`src/sv/brcc_pkg.sv`:
```
// Package of the balance robot cascade controller: widths, reset values,
// register and sequencer codes, line-sensor tables and saturation helpers.
// Used by brcc_mul and balance_robot_cascade_controller; depends on nothing.
package brcc_pkg;

	localparam int GAIN_W     = 32;
	localparam int BAL_W      = 17;
	localparam int OPB_W      = 25;
	localparam int PROD_W     = GAIN_W + OPB_W;
	localparam int ACC_W      = 58;
	localparam int TGT_W      = 8;
	localparam int FILT_W     = 18;
	localparam int INTEG_W    = 15;
	localparam int VAL_W      = 16;
	localparam int NUM_W      = 22;
	localparam int QUO_W      = 20;
	localparam int CFG_IDX_W  = 3;
	localparam int IN_TDATA_W  = 112;
	localparam int OUT_TDATA_W = 80;

	localparam int SPEED_LIMIT_DEF = 20;
	localparam int TURN_LIMIT_DEF  = 100;
	localparam int INTEG_LIMIT     = 10000;
	localparam int NEAR_RANGE      = 50;
	localparam int TURN_STEP       = 30;

	// Reciprocal of ten, scaled by 2^24 and rounded up; exact for magnitudes below 2^22.
	localparam logic signed [GAIN_W-1:0] RECIP10 = 32'sd1677722;
	localparam int DIV10_SHIFT = 24;
	localparam int SPEED_SHIFT = 16;
	localparam int UPR_SHIFT   = 24;
	localparam int KD_SHIFT    = 8;

	localparam logic signed [BAL_W-1:0]  BALANCE_ANGLE_RST     = '0;
	localparam logic signed [GAIN_W-1:0] UPRIGHT_KP_RST        = -32'sd26214400;
	localparam logic signed [GAIN_W-1:0] UPRIGHT_KD_RST        = -32'sd125829;
	localparam logic signed [GAIN_W-1:0] SPEED_KP_RST          = -32'sd28836;
	localparam logic signed [GAIN_W-1:0] SPEED_KI_RST          = -32'sd144;
	localparam logic signed [GAIN_W-1:0] YAW_DAMPING_GAIN_RST  = 32'sd39322;
	localparam logic signed [GAIN_W-1:0] TURN_COMMAND_GAIN_RST = 32'sd1310720;

	localparam logic signed [ACC_W-1:0] SAT_MAX = ACC_W'(32767);
	localparam logic signed [ACC_W-1:0] SAT_MIN = -ACC_W'(32768);

	typedef enum logic [CFG_IDX_W-1:0] {
		REG_BALANCE_ANGLE     = 3'd0,
		REG_UPRIGHT_KP        = 3'd1,
		REG_UPRIGHT_KD        = 3'd2,
		REG_SPEED_KP          = 3'd3,
		REG_SPEED_KI          = 3'd4,
		REG_YAW_DAMPING_GAIN  = 3'd5,
		REG_TURN_COMMAND_GAIN = 3'd6,
		REG_LINE_FOLLOW       = 3'd7
	} cfg_reg_t;

	typedef enum logic [3:0] {
		S_IDLE,
		S_CMD,
		S_LS_MUL,
		S_LT_MUL,
		S_LT_FIN,
		S_FILT_MUL,
		S_FILT_FIN,
		S_SPD_M1,
		S_SPD_M2,
		S_SPD_FIN,
		S_TRN_M2,
		S_TRN_FIN,
		S_UPR_M2,
		S_UPR_FIN,
		S_OUT
	} state_t;

	function automatic logic signed [TGT_W-1:0] line_speed_tab(input logic [4:0] pattern);
		logic signed [TGT_W-1:0] v;
		case (pattern)
			5'd27:   v = -8'sd30;
			5'd31:   v = -8'sd2;
			default: v = -8'sd6;
		endcase
		return v;
	endfunction

	function automatic logic signed [TGT_W-1:0] line_turn_tab(input logic [4:0] pattern);
		logic signed [TGT_W-1:0] v;
		case (pattern) inside
			5'd7, 5'd15, 5'd19, 5'd23:  v = -8'sd80;
			5'd25, 5'd28, 5'd29, 5'd30: v = 8'sd80;
			default:                    v = '0;
		endcase
		return v;
	endfunction

	// Arithmetic right shift that truncates toward zero.
	function automatic logic signed [ACC_W-1:0] trunc_shr(input logic signed [ACC_W-1:0] v,
			input int unsigned sh);
		logic signed [ACC_W-1:0] bias;
		bias = v[ACC_W-1] ? ((ACC_W'(1) <<< sh) - ACC_W'(1)) : '0;
		return (v + bias) >>> sh;
	endfunction

	function automatic logic signed [VAL_W-1:0] sat16(input logic signed [ACC_W-1:0] v);
		logic signed [VAL_W-1:0] r;
		if (v > SAT_MAX) begin
			r = VAL_W'(SAT_MAX);
		end else if (v < SAT_MIN) begin
			r = VAL_W'(SAT_MIN);
		end else begin
			r = VAL_W'(v);
		end
		return r;
	endfunction

endpackage

```
`src/sv/brcc_mul.sv`:
```
// Shared signed multiplier of the controller with a registered product.
// Depends on brcc_pkg for operand widths.
module brcc_mul (
	input  logic                                  clk,
	input  logic signed [brcc_pkg::GAIN_W-1:0]    a,
	input  logic signed [brcc_pkg::OPB_W-1:0]     b,
	output logic signed [brcc_pkg::PROD_W-1:0]    p
);

	logic signed [brcc_pkg::PROD_W-1:0] prod_q;

	always_ff @(posedge clk) begin
		prod_q <= brcc_pkg::PROD_W'(a) * brcc_pkg::PROD_W'(b);
	end

	assign p = prod_q;

endmodule

```
`src/sv/balance_robot_cascade_controller.sv`:
```
// Top level of the balance robot cascade controller: input capture, sequencer,
// loop state, configuration registers and output register.
// Depends on brcc_pkg and instantiates brcc_mul.
//
// One transfer on the s_ channel is one control tick. Its result leaves as one
// transfer on the m_ channel. The user is to write gains and options on the
// cfg_ port only while the block is idle; the block itself does not enforce it.
// A write takes effect at the next clock edge. s_tready is high only while the
// sequencer is idle. After an accepted transfer the sequencer walks the tick
// through one shared 32 x 25 bit multiplier: the speed error filter divide,
// the two speed loop products, the two turn loop products and the two upright
// loop products, each followed by its accumulate and truncate step. m_tvalid
// rises once the sequencer has passed S_CMD, these steps and S_OUT; in
// line-follow mode the two smoothing divides add three sequencer steps. A new
// tick is accepted only after the last one has left S_OUT. The result waits in
// an output register; a stalled receiver holds the next result in the final
// sequencer step until the register empties. Reset clears the loop state and
// loads the default gains; no result is pending after reset.
module balance_robot_cascade_controller #(
	parameter int SPEED_LIMIT = brcc_pkg::SPEED_LIMIT_DEF,
	parameter int TURN_LIMIT  = brcc_pkg::TURN_LIMIT_DEF
) (
	input  logic                                  clk,
	input  logic                                  arst_n,
	input  logic                                  s_tvalid,
	output logic                                  s_tready,
	// left_wheel_count[15:0], right_wheel_count[31:16], pitch_angle[48:32],
	// pitch_rate[64:49], yaw_rate[80:65], cmd_forward[81], cmd_backward[82],
	// cmd_left[83], cmd_right[84], obstacle_distance[100:85],
	// line_sensors[105:101], clear_integral[106], zero fill above.
	input  logic [brcc_pkg::IN_TDATA_W-1:0]       s_tdata,
	output logic                                  m_tvalid,
	input  logic                                  m_tready,
	// motor_left[15:0], motor_right[31:16], upright_out[47:32],
	// speed_out[63:48], turn_drive[79:64].
	output logic [brcc_pkg::OUT_TDATA_W-1:0]      m_tdata,
	input  logic                                  cfg_we,
	input  logic [brcc_pkg::CFG_IDX_W-1:0]        cfg_index,
	input  logic [brcc_pkg::GAIN_W-1:0]           cfg_data
);

	localparam logic signed [9:0] SPD_LIM = 10'(SPEED_LIMIT);
	localparam logic signed [9:0] TRN_LIM = 10'(TURN_LIMIT);
	localparam logic signed [18:0] INT_LIM = 19'(brcc_pkg::INTEG_LIMIT);

	brcc_pkg::state_t state_q, state_d;

	logic signed [brcc_pkg::BAL_W-1:0]  bal_q;
	logic signed [brcc_pkg::GAIN_W-1:0] upr_kp_q, upr_kd_q, spd_kp_q, spd_ki_q;
	logic signed [brcc_pkg::GAIN_W-1:0] yaw_gain_q, turn_gain_q;
	logic                               lfe_q;

	logic signed [brcc_pkg::VAL_W-1:0]  left_q, right_q, prate_q, yaw_q;
	logic signed [brcc_pkg::BAL_W-1:0]  pitch_q;
	logic                               fwd_q, back_q, lcmd_q, rcmd_q, clr_q;
	logic [brcc_pkg::VAL_W-1:0]         dist_q;
	logic [4:0]                         pattern_q;

	logic signed [brcc_pkg::TGT_W-1:0]   ts_q, tt_q, lss_q, lts_q;
	logic signed [brcc_pkg::FILT_W-1:0]  filt_q;
	logic signed [brcc_pkg::INTEG_W-1:0] integ_q;
	logic signed [brcc_pkg::VAL_W-1:0]   spd_q, trn_q, upr_q;
	logic signed [brcc_pkg::ACC_W-1:0]   acc_q;
	logic                                neg_q;
	logic [brcc_pkg::OUT_TDATA_W-1:0]    m_tdata_q;
	logic                                m_tvalid_q;

	logic                                in_xfer, out_load;
	logic signed [9:0]                   ts_ramp, tt_ramp, ts_cmd, tt_cmd;
	logic signed [11:0]                  ls_num, lt_num;
	logic signed [brcc_pkg::FILT_W-1:0]  err;
	logic signed [brcc_pkg::NUM_W-1:0]   filt_num, div_num, div_mag;
	logic signed [brcc_pkg::QUO_W-1:0]   quo_mag, quo;
	logic signed [18:0]                  integ_sum, integ_new;
	logic signed [brcc_pkg::OPB_W-1:0]   pitch_err;
	logic signed [brcc_pkg::GAIN_W-1:0]  mul_a;
	logic signed [brcc_pkg::OPB_W-1:0]   mul_b;
	logic signed [brcc_pkg::PROD_W-1:0]  prod;
	logic signed [brcc_pkg::ACC_W-1:0]   prod_ext, sum_plain, sum_kd;
	logic signed [brcc_pkg::VAL_W-1:0]   mot_l, mot_r;

	assign in_xfer  = s_tvalid && s_tready;
	assign out_load = (state_q == brcc_pkg::S_OUT) && (!m_tvalid_q || m_tready);

	brcc_mul u_mul (
		.clk (clk),
		.a   (mul_a),
		.b   (mul_b),
		.p   (prod)
	);

	// Next state.
	always_comb begin
		state_d = state_q;
		unique case (state_q)
			brcc_pkg::S_IDLE:     if (in_xfer) state_d = brcc_pkg::S_CMD;
			brcc_pkg::S_CMD:      state_d = lfe_q ? brcc_pkg::S_LS_MUL : brcc_pkg::S_FILT_MUL;
			brcc_pkg::S_LS_MUL:   state_d = brcc_pkg::S_LT_MUL;
			brcc_pkg::S_LT_MUL:   state_d = brcc_pkg::S_LT_FIN;
			brcc_pkg::S_LT_FIN:   state_d = brcc_pkg::S_FILT_MUL;
			brcc_pkg::S_FILT_MUL: state_d = brcc_pkg::S_FILT_FIN;
			brcc_pkg::S_FILT_FIN: state_d = brcc_pkg::S_SPD_M1;
			brcc_pkg::S_SPD_M1:   state_d = brcc_pkg::S_SPD_M2;
			brcc_pkg::S_SPD_M2:   state_d = brcc_pkg::S_SPD_FIN;
			brcc_pkg::S_SPD_FIN:  state_d = brcc_pkg::S_TRN_M2;
			brcc_pkg::S_TRN_M2:   state_d = brcc_pkg::S_TRN_FIN;
			brcc_pkg::S_TRN_FIN:  state_d = brcc_pkg::S_UPR_M2;
			brcc_pkg::S_UPR_M2:   state_d = brcc_pkg::S_UPR_FIN;
			brcc_pkg::S_UPR_FIN:  state_d = brcc_pkg::S_OUT;
			brcc_pkg::S_OUT:      if (out_load) state_d = brcc_pkg::S_IDLE;
			default:              state_d = brcc_pkg::S_IDLE;
		endcase
	end

	// Multiplier operand selection per sequencer step, and s_tready while idle.
	always_comb begin
		s_tready = 1'b0;
		mul_a    = '0;
		mul_b    = '0;
		unique case (state_q)
			brcc_pkg::S_IDLE: begin
				s_tready = 1'b1;
			end
			brcc_pkg::S_LS_MUL, brcc_pkg::S_LT_MUL, brcc_pkg::S_FILT_MUL: begin
				mul_a = brcc_pkg::RECIP10;
				mul_b = brcc_pkg::OPB_W'(div_mag);
			end
			brcc_pkg::S_SPD_M1: begin
				mul_a = spd_kp_q;
				mul_b = brcc_pkg::OPB_W'(filt_q);
			end
			brcc_pkg::S_SPD_M2: begin
				mul_a = spd_ki_q;
				mul_b = brcc_pkg::OPB_W'(integ_q);
			end
			brcc_pkg::S_SPD_FIN: begin
				mul_a = yaw_gain_q;
				mul_b = brcc_pkg::OPB_W'(yaw_q);
			end
			brcc_pkg::S_TRN_M2: begin
				mul_a = turn_gain_q;
				mul_b = brcc_pkg::OPB_W'(tt_q);
			end
			brcc_pkg::S_TRN_FIN: begin
				mul_a = upr_kp_q;
				mul_b = pitch_err;
			end
			brcc_pkg::S_UPR_M2: begin
				mul_a = upr_kd_q;
				mul_b = brcc_pkg::OPB_W'(prate_q);
			end
			default: begin
				mul_a = '0;
			end
		endcase
	end

	// Command ramps and clamps.
	always_comb begin
		ts_ramp = (fwd_q || back_q) ? 10'(ts_q) : '0;
		if (fwd_q) begin
			ts_ramp = (dist_q < 16'(brcc_pkg::NEAR_RANGE)) ? ts_ramp + 10'sd1 : ts_ramp - 10'sd1;
		end
		if (back_q) begin
			ts_ramp = ts_ramp + 10'sd1;
		end
		tt_ramp = (lcmd_q || rcmd_q) ? 10'(tt_q) : '0;
		if (lcmd_q) begin
			tt_ramp = tt_ramp + 10'(brcc_pkg::TURN_STEP);
		end
		if (rcmd_q) begin
			tt_ramp = tt_ramp - 10'(brcc_pkg::TURN_STEP);
		end
		ts_cmd = (ts_ramp > SPD_LIM) ? SPD_LIM : ((ts_ramp < -SPD_LIM) ? -SPD_LIM : ts_ramp);
		tt_cmd = (tt_ramp > TRN_LIM) ? TRN_LIM : ((tt_ramp < -TRN_LIM) ? -TRN_LIM : tt_ramp);
	end

	// Divide by ten, filter, integrator, pitch error, sums and motor mix.
	always_comb begin
		ls_num   = (12'(lss_q) <<< 3) + 12'(lss_q) + 12'(brcc_pkg::line_speed_tab(pattern_q));
		lt_num   = (12'(lts_q) <<< 3) + 12'(lts_q) + 12'(brcc_pkg::line_turn_tab(pattern_q));
		err      = brcc_pkg::FILT_W'(left_q) + brcc_pkg::FILT_W'(right_q)
			- brcc_pkg::FILT_W'(ts_q);
		filt_num = (brcc_pkg::NUM_W'(err) <<< 1) + brcc_pkg::NUM_W'(err)
			+ (brcc_pkg::NUM_W'(filt_q) <<< 3) - brcc_pkg::NUM_W'(filt_q);
		case (state_q)
			brcc_pkg::S_LS_MUL: div_num = brcc_pkg::NUM_W'(ls_num);
			brcc_pkg::S_LT_MUL: div_num = brcc_pkg::NUM_W'(lt_num);
			default:            div_num = filt_num;
		endcase
		div_mag   = div_num[brcc_pkg::NUM_W-1] ? -div_num : div_num;
		quo_mag   = brcc_pkg::QUO_W'(prod[brcc_pkg::DIV10_SHIFT +: brcc_pkg::QUO_W - 1]);
		quo       = neg_q ? -quo_mag : quo_mag;
		integ_sum = 19'(integ_q) + 19'(brcc_pkg::FILT_W'(quo));
		if (clr_q) begin
			integ_new = '0;
		end else if (integ_sum > INT_LIM) begin
			integ_new = INT_LIM;
		end else if (integ_sum < -INT_LIM) begin
			integ_new = -INT_LIM;
		end else begin
			integ_new = integ_sum;
		end
		pitch_err = brcc_pkg::OPB_W'(pitch_q)
			- ((brcc_pkg::OPB_W'(spd_q) <<< 8) + brcc_pkg::OPB_W'(bal_q));
		prod_ext  = brcc_pkg::ACC_W'(prod);
		sum_plain = acc_q + prod_ext;
		sum_kd    = acc_q + (prod_ext <<< brcc_pkg::KD_SHIFT);
		mot_l     = brcc_pkg::sat16(brcc_pkg::ACC_W'(upr_q) - brcc_pkg::ACC_W'(trn_q));
		mot_r     = brcc_pkg::sat16(brcc_pkg::ACC_W'(upr_q) + brcc_pkg::ACC_W'(trn_q));
	end

	always_ff @(posedge clk or negedge arst_n) begin
		if (!arst_n) begin
			state_q     <= brcc_pkg::S_IDLE;
			bal_q       <= brcc_pkg::BALANCE_ANGLE_RST;
			upr_kp_q    <= brcc_pkg::UPRIGHT_KP_RST;
			upr_kd_q    <= brcc_pkg::UPRIGHT_KD_RST;
			spd_kp_q    <= brcc_pkg::SPEED_KP_RST;
			spd_ki_q    <= brcc_pkg::SPEED_KI_RST;
			yaw_gain_q  <= brcc_pkg::YAW_DAMPING_GAIN_RST;
			turn_gain_q <= brcc_pkg::TURN_COMMAND_GAIN_RST;
			lfe_q       <= 1'b0;
			ts_q        <= '0;
			tt_q        <= '0;
			lss_q       <= '0;
			lts_q       <= '0;
			filt_q      <= '0;
			integ_q     <= '0;
			m_tvalid_q  <= 1'b0;
		end else begin
			state_q <= state_d;
			if (cfg_we) begin
				unique case (brcc_pkg::cfg_reg_t'(cfg_index))
					brcc_pkg::REG_BALANCE_ANGLE:     bal_q <= brcc_pkg::BAL_W'(cfg_data);
					brcc_pkg::REG_UPRIGHT_KP:        upr_kp_q <= cfg_data;
					brcc_pkg::REG_UPRIGHT_KD:        upr_kd_q <= cfg_data;
					brcc_pkg::REG_SPEED_KP:          spd_kp_q <= cfg_data;
					brcc_pkg::REG_SPEED_KI:          spd_ki_q <= cfg_data;
					brcc_pkg::REG_YAW_DAMPING_GAIN:  yaw_gain_q <= cfg_data;
					brcc_pkg::REG_TURN_COMMAND_GAIN: turn_gain_q <= cfg_data;
					brcc_pkg::REG_LINE_FOLLOW:       lfe_q <= cfg_data[0];
					default:                         lfe_q <= lfe_q;
				endcase
			end
			case (state_q)
				brcc_pkg::S_CMD: begin
					ts_q <= brcc_pkg::TGT_W'(ts_cmd);
					tt_q <= brcc_pkg::TGT_W'(tt_cmd);
				end
				brcc_pkg::S_LT_MUL: begin
					ts_q  <= brcc_pkg::TGT_W'(quo);
					lss_q <= brcc_pkg::TGT_W'(quo);
				end
				brcc_pkg::S_LT_FIN: begin
					tt_q  <= brcc_pkg::TGT_W'(quo);
					lts_q <= brcc_pkg::TGT_W'(quo);
				end
				brcc_pkg::S_FILT_FIN: begin
					filt_q  <= brcc_pkg::FILT_W'(quo);
					integ_q <= brcc_pkg::INTEG_W'(integ_new);
				end
				default: begin
					ts_q <= ts_q;
				end
			endcase
			if (out_load) begin
				m_tvalid_q <= 1'b1;
			end else if (m_tready) begin
				m_tvalid_q <= 1'b0;
			end
		end
	end

	// Captured tick fields and arithmetic datapath registers.
	always_ff @(posedge clk) begin
		if (in_xfer) begin
			left_q    <= s_tdata[15:0];
			right_q   <= s_tdata[31:16];
			pitch_q   <= s_tdata[48:32];
			prate_q   <= s_tdata[64:49];
			yaw_q     <= s_tdata[80:65];
			fwd_q     <= s_tdata[81];
			back_q    <= s_tdata[82];
			lcmd_q    <= s_tdata[83];
			rcmd_q    <= s_tdata[84];
			dist_q    <= s_tdata[100:85];
			pattern_q <= ~s_tdata[105:101];
			clr_q     <= s_tdata[106];
		end
		if (state_q == brcc_pkg::S_LS_MUL || state_q == brcc_pkg::S_LT_MUL
				|| state_q == brcc_pkg::S_FILT_MUL) begin
			neg_q <= div_num[brcc_pkg::NUM_W-1];
		end
		if (state_q == brcc_pkg::S_SPD_M2 || state_q == brcc_pkg::S_TRN_M2
				|| state_q == brcc_pkg::S_UPR_M2) begin
			acc_q <= prod_ext;
		end
		if (state_q == brcc_pkg::S_SPD_FIN) begin
			spd_q <= brcc_pkg::sat16(brcc_pkg::trunc_shr(sum_plain, brcc_pkg::SPEED_SHIFT));
		end
		if (state_q == brcc_pkg::S_TRN_FIN) begin
			trn_q <= brcc_pkg::sat16(brcc_pkg::trunc_shr(sum_plain, brcc_pkg::SPEED_SHIFT));
		end
		if (state_q == brcc_pkg::S_UPR_FIN) begin
			upr_q <= brcc_pkg::sat16(brcc_pkg::trunc_shr(sum_kd, brcc_pkg::UPR_SHIFT));
		end
		if (out_load) begin
			m_tdata_q <= {trn_q, spd_q, upr_q, mot_r, mot_l};
		end
	end

	assign m_tvalid = m_tvalid_q;
	assign m_tdata  = m_tdata_q;

	a_accept_starts: assert property (@(posedge clk) disable iff (!arst_n)
		in_xfer |=> (state_q == brcc_pkg::S_CMD))
		else $error("accepted transfer did not start the sequencer");

	a_integ_bounded: assert property (@(posedge clk) disable iff (!arst_n)
		(19'(integ_q) <= INT_LIM) && (19'(integ_q) >= -INT_LIM))
		else $error("speed integrator outside its clamp");

	a_cmd_speed_bounded: assert property (@(posedge clk) disable iff (!arst_n)
		(state_q == brcc_pkg::S_CMD && !lfe_q) |=>
		((10'(ts_q) <= SPD_LIM) && (10'(ts_q) >= -SPD_LIM)))
		else $error("commanded target speed outside its limit");

	a_result_loaded: assert property (@(posedge clk) disable iff (!arst_n)
		out_load |=> (m_tvalid && state_q == brcc_pkg::S_IDLE))
		else $error("result load did not present a transfer");

endmodule
```
`config.mk`:
```
export PLATFORM = sky130hd
export DESIGN_NAME = balance_robot_cascade_controller
export DESIGN_NICKNAME = d
export VERILOG_FILES = /design/src/sv/brcc_pkg.sv /design/src/sv/brcc_mul.sv /design/src/sv/balance_robot_cascade_controller.sv
export SDC_FILE = /design/constraint.sdc
export NUM_CORES = 2
export LEC_CHECK = 0
export BUFFER_PORTS_ARGS = -buffer_cell sky130_fd_sc_hd__buf_4
export CAP_MARGIN = 30
export CELL_PAD_IN_SITES_DETAIL_PLACEMENT = 1
export CELL_PAD_IN_SITES_GLOBAL_PLACEMENT = 1
export CORE_MARGIN = 2
export CORE_UTILIZATION = 51
export DETAILED_ROUTE_END_ITERATION = 10
export GPL_ROUTABILITY_DRIVEN = 0
export PLACE_DENSITY_LB_ADDON = 0.3
export REMOVE_ABC_BUFFERS = 1
export SLEW_MARGIN = 10
export SYNTH_ARGS = -nofsm -noshare
export SYNTH_HDL_FRONTEND = slang
export SYNTH_SLANG_ARGS = --single-unit
```
`constraint.sdc`:
```
create_clock -name clk -period 19.1 [get_ports clk]
set_clock_uncertainty 0.05 [all_clocks]
set_input_delay 2.865 -clock clk [delete_from_list [all_inputs] [get_ports clk]]
set_output_delay 2.865 -clock clk [all_outputs]
set_load 0.1 [all_outputs]
```
Yosys cells after proc, flatten, opt, wreduce, memory -nomap -nowiden
Index checks and enable logic that the tools add are counted.
{"block": "totals", "regBits": 630, "mem_bits_ro": 0, "input_bits": 152, "latch_bits": 0, "elab_cells": 177, "mem_bits_rw": 0, "n_memories": 0}
{"block": "op_classes", "magnitude_cmp": 15, "n_mul": 1, "n_bitwise": 1, "n_mux": 38, "shifts": 0, "n_eq_ne": 33, "n_div": 0, "n_reduce_logical": 27, "n_addsub": 25}
{"cell": "32-bit one-hot mux with 7 select lines", "count": 1}
{"cell": "25-bit one-hot mux with 7 select lines", "count": 1}
{"cell": "16-bit 2-to-1 mux", "count": 6}
{"cell": "10-bit 2-to-1 mux", "count": 7}
{"cell": "4-bit one-hot mux with 15 select lines", "count": 1}
{"cell": "57-bit by 57-bit adder with 58-bit output", "count": 1}
{"cell": "57-bit by 58-bit adder with 58-bit output", "count": 1}
{"cell": "58-bit by 17-bit adder with 58-bit output", "count": 1}
{"cell": "58-bit by 25-bit adder with 58-bit output", "count": 1}
{"cell": "32-bit by 25-bit multiplier with 57-bit output", "count": 1}
{"cell": "15-bit 2-to-1 mux", "count": 3}
{"cell": "22-bit one-hot mux with 2 select lines", "count": 1}
{"cell": "42-bit by 16-bit > comparator with 1-bit output, second input constant", "count": 1}
{"cell": "42-bit by 16-bit < comparator with 1-bit output, second input constant", "count": 1}
{"cell": "5-bit equality test, second input constant", "count": 8}
{"cell": "8-bit 2-to-1 mux", "count": 5}
{"cell": "16-bit by 16-bit adder with 17-bit output", "count": 2}
{"cell": "17-bit by 16-bit > comparator with 1-bit output, second input constant", "count": 2}
{"cell": "34-bit by 16-bit > comparator with 1-bit output, second input constant", "count": 1}
{"cell": "17-bit by 16-bit < comparator with 1-bit output, second input constant", "count": 2}
{"cell": "34-bit by 16-bit < comparator with 1-bit output, second input constant", "count": 1}
{"cell": "8-bit one-hot mux with 2 select lines", "count": 2}
{"cell": "4-bit equality test, second input constant", "count": 7}
{"cell": "24-bit by 17-bit adder with 25-bit output", "count": 1}
{"cell": "other kinds (49)", "count": 82}

Depth between registers and ports, before layout
{"block": "depth", "word_depth": 11, "ltp_mapped": 64, "mapped_depth_nobuf": 63}

By module
From an unflattened synthesis, not the netlist that was laid out.
{"block": "hier_totals", "hier_cells": 7437, "hier_area_um2": 71293.4}
{"mod": "balance_robot_cascade_controller", "area_per_inst_um2": 41559.9, "seq_area_each_um2": 15894.0, "cells_each": 4215, "instances": 1}
{"mod": "brcc_mul", "area_per_inst_um2": 29733.5, "seq_area_each_um2": 1141.1, "cells_each": 3222, "instances": 1}

Worst setup path after synthesis
OpenSTA, ideal clock, no wires.
{"block": "synth_timing", "path_type": "reg2reg", "start": "register ts_q[0] (netlist name)", "end": "register u_mul.prod_q, in the netlist u_mul.p[56]", "slack_ns": 5.348, "required_ns": 18.978, "synth_period_minus_slack_ns": 13.752, "arrival_ns": 13.630, "path_buffers": 2, "stages_incl_launch_ff": 55, "setup_time_ns": 0.072, "path_cell_list": "dfrtp_1 -> ha_1 -> inv_1 -> ha_1 -> inv_1 -> fa_1 -> nor2b_1 -> o21ai_0 -> a21boi_0 -> o21ai_0 -> a21boi_0 -> o21ai_0 -> a21boi_0 -> o21ai_0 -> a21boi_0 -> o21ai_0 -> a21boi_0 -> o21ai_0 -> [... 19 more ...] -> fa_1 -> fa_1 -> fa_1 -> fa_1 -> inv_1 -> fa_1 -> inv_1 -> ha_1 -> o21a_1 -> nor2_1 -> nor2b_1 -> and3_1 -> and4_1 -> a21o_1 -> o41ai_1 -> o31ai_1 -> a21oi_1 -> xnor2_1"}
{"block": "synth_between", "elab_chain_cells": 9}
{"item": "start, declared", "line_no": "balance_robot_cascade_controller.sv:59", "text": "logic signed [brcc_pkg::TGT_W-1:0] ts_q, tt_q, lss_q, lts_q;"}
{"item": "start signal, assigned", "line_no": "balance_robot_cascade_controller.sv:248", "text": "ts_q <= brcc_pkg::TGT_W'(ts_cmd);"}
{"item": "start signal, assigned", "line_no": "balance_robot_cascade_controller.sv:252", "text": "ts_q <= brcc_pkg::TGT_W'(quo);"}
{"item": "start signal, assigned", "line_no": "balance_robot_cascade_controller.sv:264", "text": "ts_q <= ts_q;"}
{"item": "17-bit by 8-bit subtractor with 18-bit output *", "line_no": "balance_robot_cascade_controller.sv:183", "text": "- brcc_pkg::FILT_W'(ts_q);"}
{"item": "19-bit by 18-bit adder with 20-bit output *", "line_no": "balance_robot_cascade_controller.sv:184", "text": "filt_num = (brcc_pkg::NUM_W'(err) <<< 1) + brcc_pkg::NUM_W'(err)"}
{"item": "20-bit by 21-bit adder with 22-bit output *", "line_no": "balance_robot_cascade_controller.sv:185", "text": "+ (brcc_pkg::NUM_W'(filt_q) <<< 3) - brcc_pkg::NUM_W'(filt_q);"}
{"item": "22-bit by 18-bit subtractor with 22-bit output *", "line_no": "balance_robot_cascade_controller.sv:185"}
{"item": "22-bit one-hot mux with 2 select lines *", "line_no": "balance_robot_cascade_controller.sv:186", "text": "case (state_q)"}
{"item": "22-bit negation", "line_no": "balance_robot_cascade_controller.sv:191", "text": "div_mag = div_num[brcc_pkg::NUM_W-1] ? -div_num : div_num;"}
{"item": "22-bit 2-to-1 mux *", "line_no": "balance_robot_cascade_controller.sv:191"}
{"item": "25-bit one-hot mux with 7 select lines *", "line_no": "balance_robot_cascade_controller.sv:120", "text": "unique case (state_q)"}
{"item": "32-bit by 25-bit multiplier with 57-bit output *", "line_no": "brcc_mul.sv:13", "text": "prod_q <= brcc_pkg::PROD_W'(a) * brcc_pkg::PROD_W'(b);"}
{"item": "end signal, assigned", "line_no": "brcc_mul.sv:13"}
{"item": "end, declared", "line_no": "brcc_mul.sv:10", "text": "logic signed [brcc_pkg::PROD_W-1:0] prod_q;"}
Every way passes the cells marked *; elsewhere a longest branch is shown, timed or not.
A chain may end at the register's enable or synchronous reset.

Worst setup path after layout
{"block": "layout_timing", "start": "register ts_q[0] (netlist name)", "end": "register u_mul.prod_q, in the netlist u_mul.p[48]"}
The elaborated chain is that of the path after synthesis.

==> qor.tcl <==
set qor(clk_transition_reported_paths_ps) 60
set qor(cp.buffers_inverters) 8
set qor(hold_viol_final) 0
set qor(syn-mean-instance-area_sq_um) 9.50
set qor(routed_via_density) 6.24
set qor(cpMaxStageDelayCell) {sky130_fd_sc_hd__o41ai_1}
set qor(wl_per_cell_um) 26.7
set qor(cp.required_ps) 19700
set qor(yosys.area_share.simple_pct) 12.6
set qor(final-max-slew-violation-count) 0
set qor(grt_pass1_wl_um) 380000
set qor(fp_rows) 136
set qor(routed-via-count) 58200
set qor(final-instance-count-excl-fill) 9335
set qor(postSynth.asyncResetShare_pct) 44.5
set qor(postSynthRegisterBits) 629
set qor(critPathArrivalTime_ps) 17920
set qor(critical_path_peak_fanout) 14
set qor(post_synth_cell_types) 107
set qor(global_route_total_usage_across_every_layer_pct) 35.5
set qor(timing.final.ws_setup_ps) 1780
set qor(clock-root-buffer) {sky130_fd_sc_hd__clkbuf_16}
set qor(postSynthCellCount) 7377
set qor(max-clock-path-buffers) 3
set qor(timing.setup.critical_path_class) {reg2reg}
set qor(outcome) {finished clean}
set qor(area.growth.synth_to_final_pct) 9.38
set qor(r2r_slack_ps) 1780
set qor(cts.sinks) 629
set qor(worstHoldPathCells) 0
set qor(rsz0062_at_grt) {no}
set qor(total_detailed_routing_wirelength_um) 249000
set qor(detail-route-antenna-nets) 0
set qor(maxCapViolations) 0
set qor(firstDrtPassIters) 5
set qor(htreeDepth) 3
set qor(timing.critical_path.to_type) {flop}
set qor(hp-class) {reg2reg}
set qor(chipWidth_um) 375
set qor(synth_xor_xnor_area_share_pct) 4.00
set qor(fp.coreArea_sq_um) 137000
set qor(cts-buffers-inserted) 75
set qor(setup_crit_start_kind) {flop}
set qor(totalNegativeSetupSlack_ps) 0
set qor(grt_max_degree) 85
set qor(drt_iter0_drc) 4787
set qor(share_of_cells_above_drive_strength_1_pct) 12.0
set qor(report.final.setup_viol) 0
set qor(ioPinCount) 234
set qor(portBuffers) 227
set qor(clk-insertion-delay-late_ps) 720
set qor(combinational_family_with_the_most_area_after_synthesis) {adder cells}
set qor(dpl-instance-area_sq_um) 73800
set qor(post-dp-hpwl_um) 189000
set qor(maxSlewHeadroom_pct) 11.8
set qor(cpPeakStageDelay_ps) 990
set qor(final.period_utilization_pct) 90.7
set qor(synth_sequential_area_ratio_pct) 24.3
set qor(initial_util_pct) 51.1
set qor(synth-edff-count) 292
set qor(hold-path-endpoint) {acc_q[50]$_DFFE_PP_}
set qor(stdcell_area_sq_um) 76600
set qor(timing.rr.start) {ts_q[0]$_DFFE_PN0P_}
set qor(die-area_sq_um) 140000
set qor(fmax_mhz) 57.7
set qor(worst_pin_slew_ps) 1320
set qor(die_h_um) 375
set qor(grt_antenna_before_repair) 6
set qor(worstHoldStart) {u_mul.p[50]$_DFF_P_}
set qor(nets) 8986
set qor(finalCriticalPeriod_ps) 17320
set qor(synth_fa_ha_area_share_pct) 33.9
set qor(filler_cells_inserted) 15300
set qor(drc_errors) 0
set qor(synth_compound_gate_area_share_pct) 13.6
set qor(postCtsSetupRepairBufs) 0
set qor(place.detailed.instances) 9180
set qor(worst_path_dominant_cell_family) {compound AO/OA/AOI/OAI gates}
set qor(number_of_gates_given_a_new_drive_strength_after_cts) 0
set qor(cts_tree) {built}
set qor(worstReg2RegEnd) {u_mul.p[48]$_DFF_P_}
set qor(cts-hold-fix-buffers) 0
set qor(muxShareOfSynthArea_pct) 3.61
set qor(first_global_vias) 63900
set qor(overflow) 0
set qor(place_worst_setup_slack_ps) 2250
set qor(syn_area_sq_um) 70100
set qor(postSynth.topFlopCell) {sky130_fd_sc_hd__edfxtp_1}
set qor(ff2ff_path_depth) 53
set qor(yosys_warnings) 0
set qor(critPathMostFrequentCell) {sky130_fd_sc_hd__fa_1}
## cell usage in the layout, fill, tap and decap left out, types with 16 or more instances in the layout
cell,netlist,routed
sky130_fd_sc_hd__a211oi_1,39,39
sky130_fd_sc_hd__a21boi_0,27,27
sky130_fd_sc_hd__a21o_1,163,163
sky130_fd_sc_hd__a21oi_1,397,390
sky130_fd_sc_hd__a22oi_1,124,124
sky130_fd_sc_hd__a31oi_1,40,39
sky130_fd_sc_hd__and2_1,52,50
sky130_fd_sc_hd__and3_1,57,57
sky130_fd_sc_hd__and4_1,28,28
sky130_fd_sc_hd__buf_4,4,327
sky130_fd_sc_hd__clkbuf_1,295,16
sky130_fd_sc_hd__clkbuf_16,0,78
sky130_fd_sc_hd__dfrtp_1,185,185
sky130_fd_sc_hd__dfstp_2,95,95
sky130_fd_sc_hd__dfxtp_1,57,57
sky130_fd_sc_hd__edfxtp_1,292,292
sky130_fd_sc_hd__fa_1,903,903
sky130_fd_sc_hd__ha_1,455,455
sky130_fd_sc_hd__inv_1,1156,1156
sky130_fd_sc_hd__mux2_2,211,211
sky130_fd_sc_hd__nand2_1,636,635
sky130_fd_sc_hd__nand2b_1,70,70
sky130_fd_sc_hd__nand3_1,114,114
sky130_fd_sc_hd__nand4_1,65,65
sky130_fd_sc_hd__nor2_1,573,562
sky130_fd_sc_hd__nor2b_1,40,40
sky130_fd_sc_hd__nor3_1,89,83
sky130_fd_sc_hd__nor3b_1,23,20
sky130_fd_sc_hd__nor4_1,21,21
sky130_fd_sc_hd__o211ai_1,40,40
sky130_fd_sc_hd__o21a_1,49,49
sky130_fd_sc_hd__o21ai_0,311,307
sky130_fd_sc_hd__o21ai_1,22,23
sky130_fd_sc_hd__o21bai_1,44,44
sky130_fd_sc_hd__o31ai_1,28,28
sky130_fd_sc_hd__or2_2,36,36
sky130_fd_sc_hd__or3_1,32,32
sky130_fd_sc_hd__xnor2_1,223,223
sky130_fd_sc_hd__xor2_1,97,97
## synth_stat cells, types with 36 or more instances
| master | count | share of area, % |
|---|---|---|
| sky130_fd_sc_hd__a22oi_1 | 124 | 1.3 |
| sky130_fd_sc_hd__fa_1 | 903 | 26 |
| sky130_fd_sc_hd__dfxtp_1 | 57 | 1.6 |
| sky130_fd_sc_hd__ha_1 | 455 | 8.1 |
| sky130_fd_sc_hd__dfstp_2 | 95 | 3.6 |
| sky130_fd_sc_hd__a21o_1 | 163 | 1.7 |
| sky130_fd_sc_hd__edfxtp_1 | 292 | 13 |
| sky130_fd_sc_hd__inv_1 | 1156 | 6.2 |
| sky130_fd_sc_hd__and2_1 | 52 | 0.46 |
| sky130_fd_sc_hd__a211oi_1 | 39 | 0.42 |
| sky130_fd_sc_hd__nor2b_1 | 40 | 0.36 |
| sky130_fd_sc_hd__clkbuf_1 | 295 | 1.6 |
| sky130_fd_sc_hd__nand2_1 | 636 | 3.4 |
| sky130_fd_sc_hd__o21ai_0 | 311 | 2.2 |
| sky130_fd_sc_hd__o21a_1 | 49 | 0.53 |
| sky130_fd_sc_hd__a21oi_1 | 397 | 2.8 |
| sky130_fd_sc_hd__nor2_1 | 573 | 3.1 |
| sky130_fd_sc_hd__dfrtp_1 | 185 | 6.6 |
| sky130_fd_sc_hd__xor2_1 | 97 | 1.2 |
| sky130_fd_sc_hd__o21bai_1 | 44 | 0.47 |
| sky130_fd_sc_hd__nand4_1 | 65 | 0.58 |
| sky130_fd_sc_hd__xnor2_1 | 223 | 2.8 |
| sky130_fd_sc_hd__o211ai_1 | 40 | 0.43 |
| sky130_fd_sc_hd__nand2b_1 | 70 | 0.63 |
| sky130_fd_sc_hd__and3_1 | 57 | 0.51 |
| sky130_fd_sc_hd__mux2_2 | 211 | 3.4 |
| sky130_fd_sc_hd__nor3_1 | 89 | 0.64 |
| sky130_fd_sc_hd__a31oi_1 | 40 | 0.36 |
| sky130_fd_sc_hd__nand3_1 | 114 | 0.81 |
| sky130_fd_sc_hd__or2_2 | 36 | 0.32 |
## worst max path at each step
stage	start	end	slack, ps	depth (start not counted)
after floorplan	ts_q[0]$_DFFE_PN0P_	u_mul.p[53]$_DFF_P_	4480	55
after global placement	ts_q[0]$_DFFE_PN0P_	u_mul.p[48]$_DFF_P_	2700	53
after detailed placement	ts_q[0]$_DFFE_PN0P_	u_mul.p[56]$_DFF_P_	2250	53
after CTS	ts_q[0]$_DFFE_PN0P_	u_mul.p[56]$_DFF_P_	2140	53
after global routing	ts_q[0]$_DFFE_PN0P_	u_mul.p[48]$_DFF_P_	930	53
final	ts_q[0]$_DFFE_PN0P_	u_mul.p[48]$_DFF_P_	1780	53
## final cells by class
| class | count | area, sq um | share of cell area, % |
|---|---|---|---|
| Inverter | 1159 | 4350 | 5.68 |
| Multi-Input combinational cell | 5268 | 47600 | 62.1 |
| Clock inverter | 37 | 473 | 0.617 |
| Antenna cell | 2 | 5.00 | 0.00653 |
| Tap cell | 1794 | 2240 | 2.93 |
| Clock buffer | 103 | 2140 | 2.79 |
| Sequential cell | 629 | 17000 | 22.2 |
| Timing Repair Buffer | 343 | 2770 | 3.61 |
## state kept, by name (all words and copies together) (netlist names), 18 cells and up
signal	count
spd_ki_q	32
spd_kp_q	32
upr_kp_q	32
turn_gain_q	32
yaw_gain_q	32
u_mul.p	57
acc_q	57
m_tdata	80
upr_kd_q	32
filt_q	18
## per-layer routing
layer	track usage [%]	vias to the layer above	routed length, um
met5	0	-	60
met2	58.0	2843	116000
met1	44.1	29800	95200
met4	18.7	10	15100
met3	7.73	860	22800
li1	-	24700	-
## through the flow
| step | hold WS [ps] | utilization (%) |
|---|---|---|
| finish | 400 | 55.9 |
| global route | 416 | 55.9 |
| CTS | 406 | 55.8 |
| detailed placement | 388 | 53.9 |
| global placement | 390 | 53.8 |
| floorplan | 362 | - |
## kinds of logic after synthesis
| group | Yosys count |
|---|---|
| buffers and inverters | 1480 |
| adder cells (fa/ha/maj) | 1358 |
| multiplexers | 226 |
| flip-flops | 629 |
| AND/OR/NAND/NOR | 1893 |
| AO/OA/AOI/OAI | 1471 |
| XOR/XNOR | 320 |
Power is not shown: default switching activity piles up to over one toggle a cycle in this logic, so the estimate is an artifact.
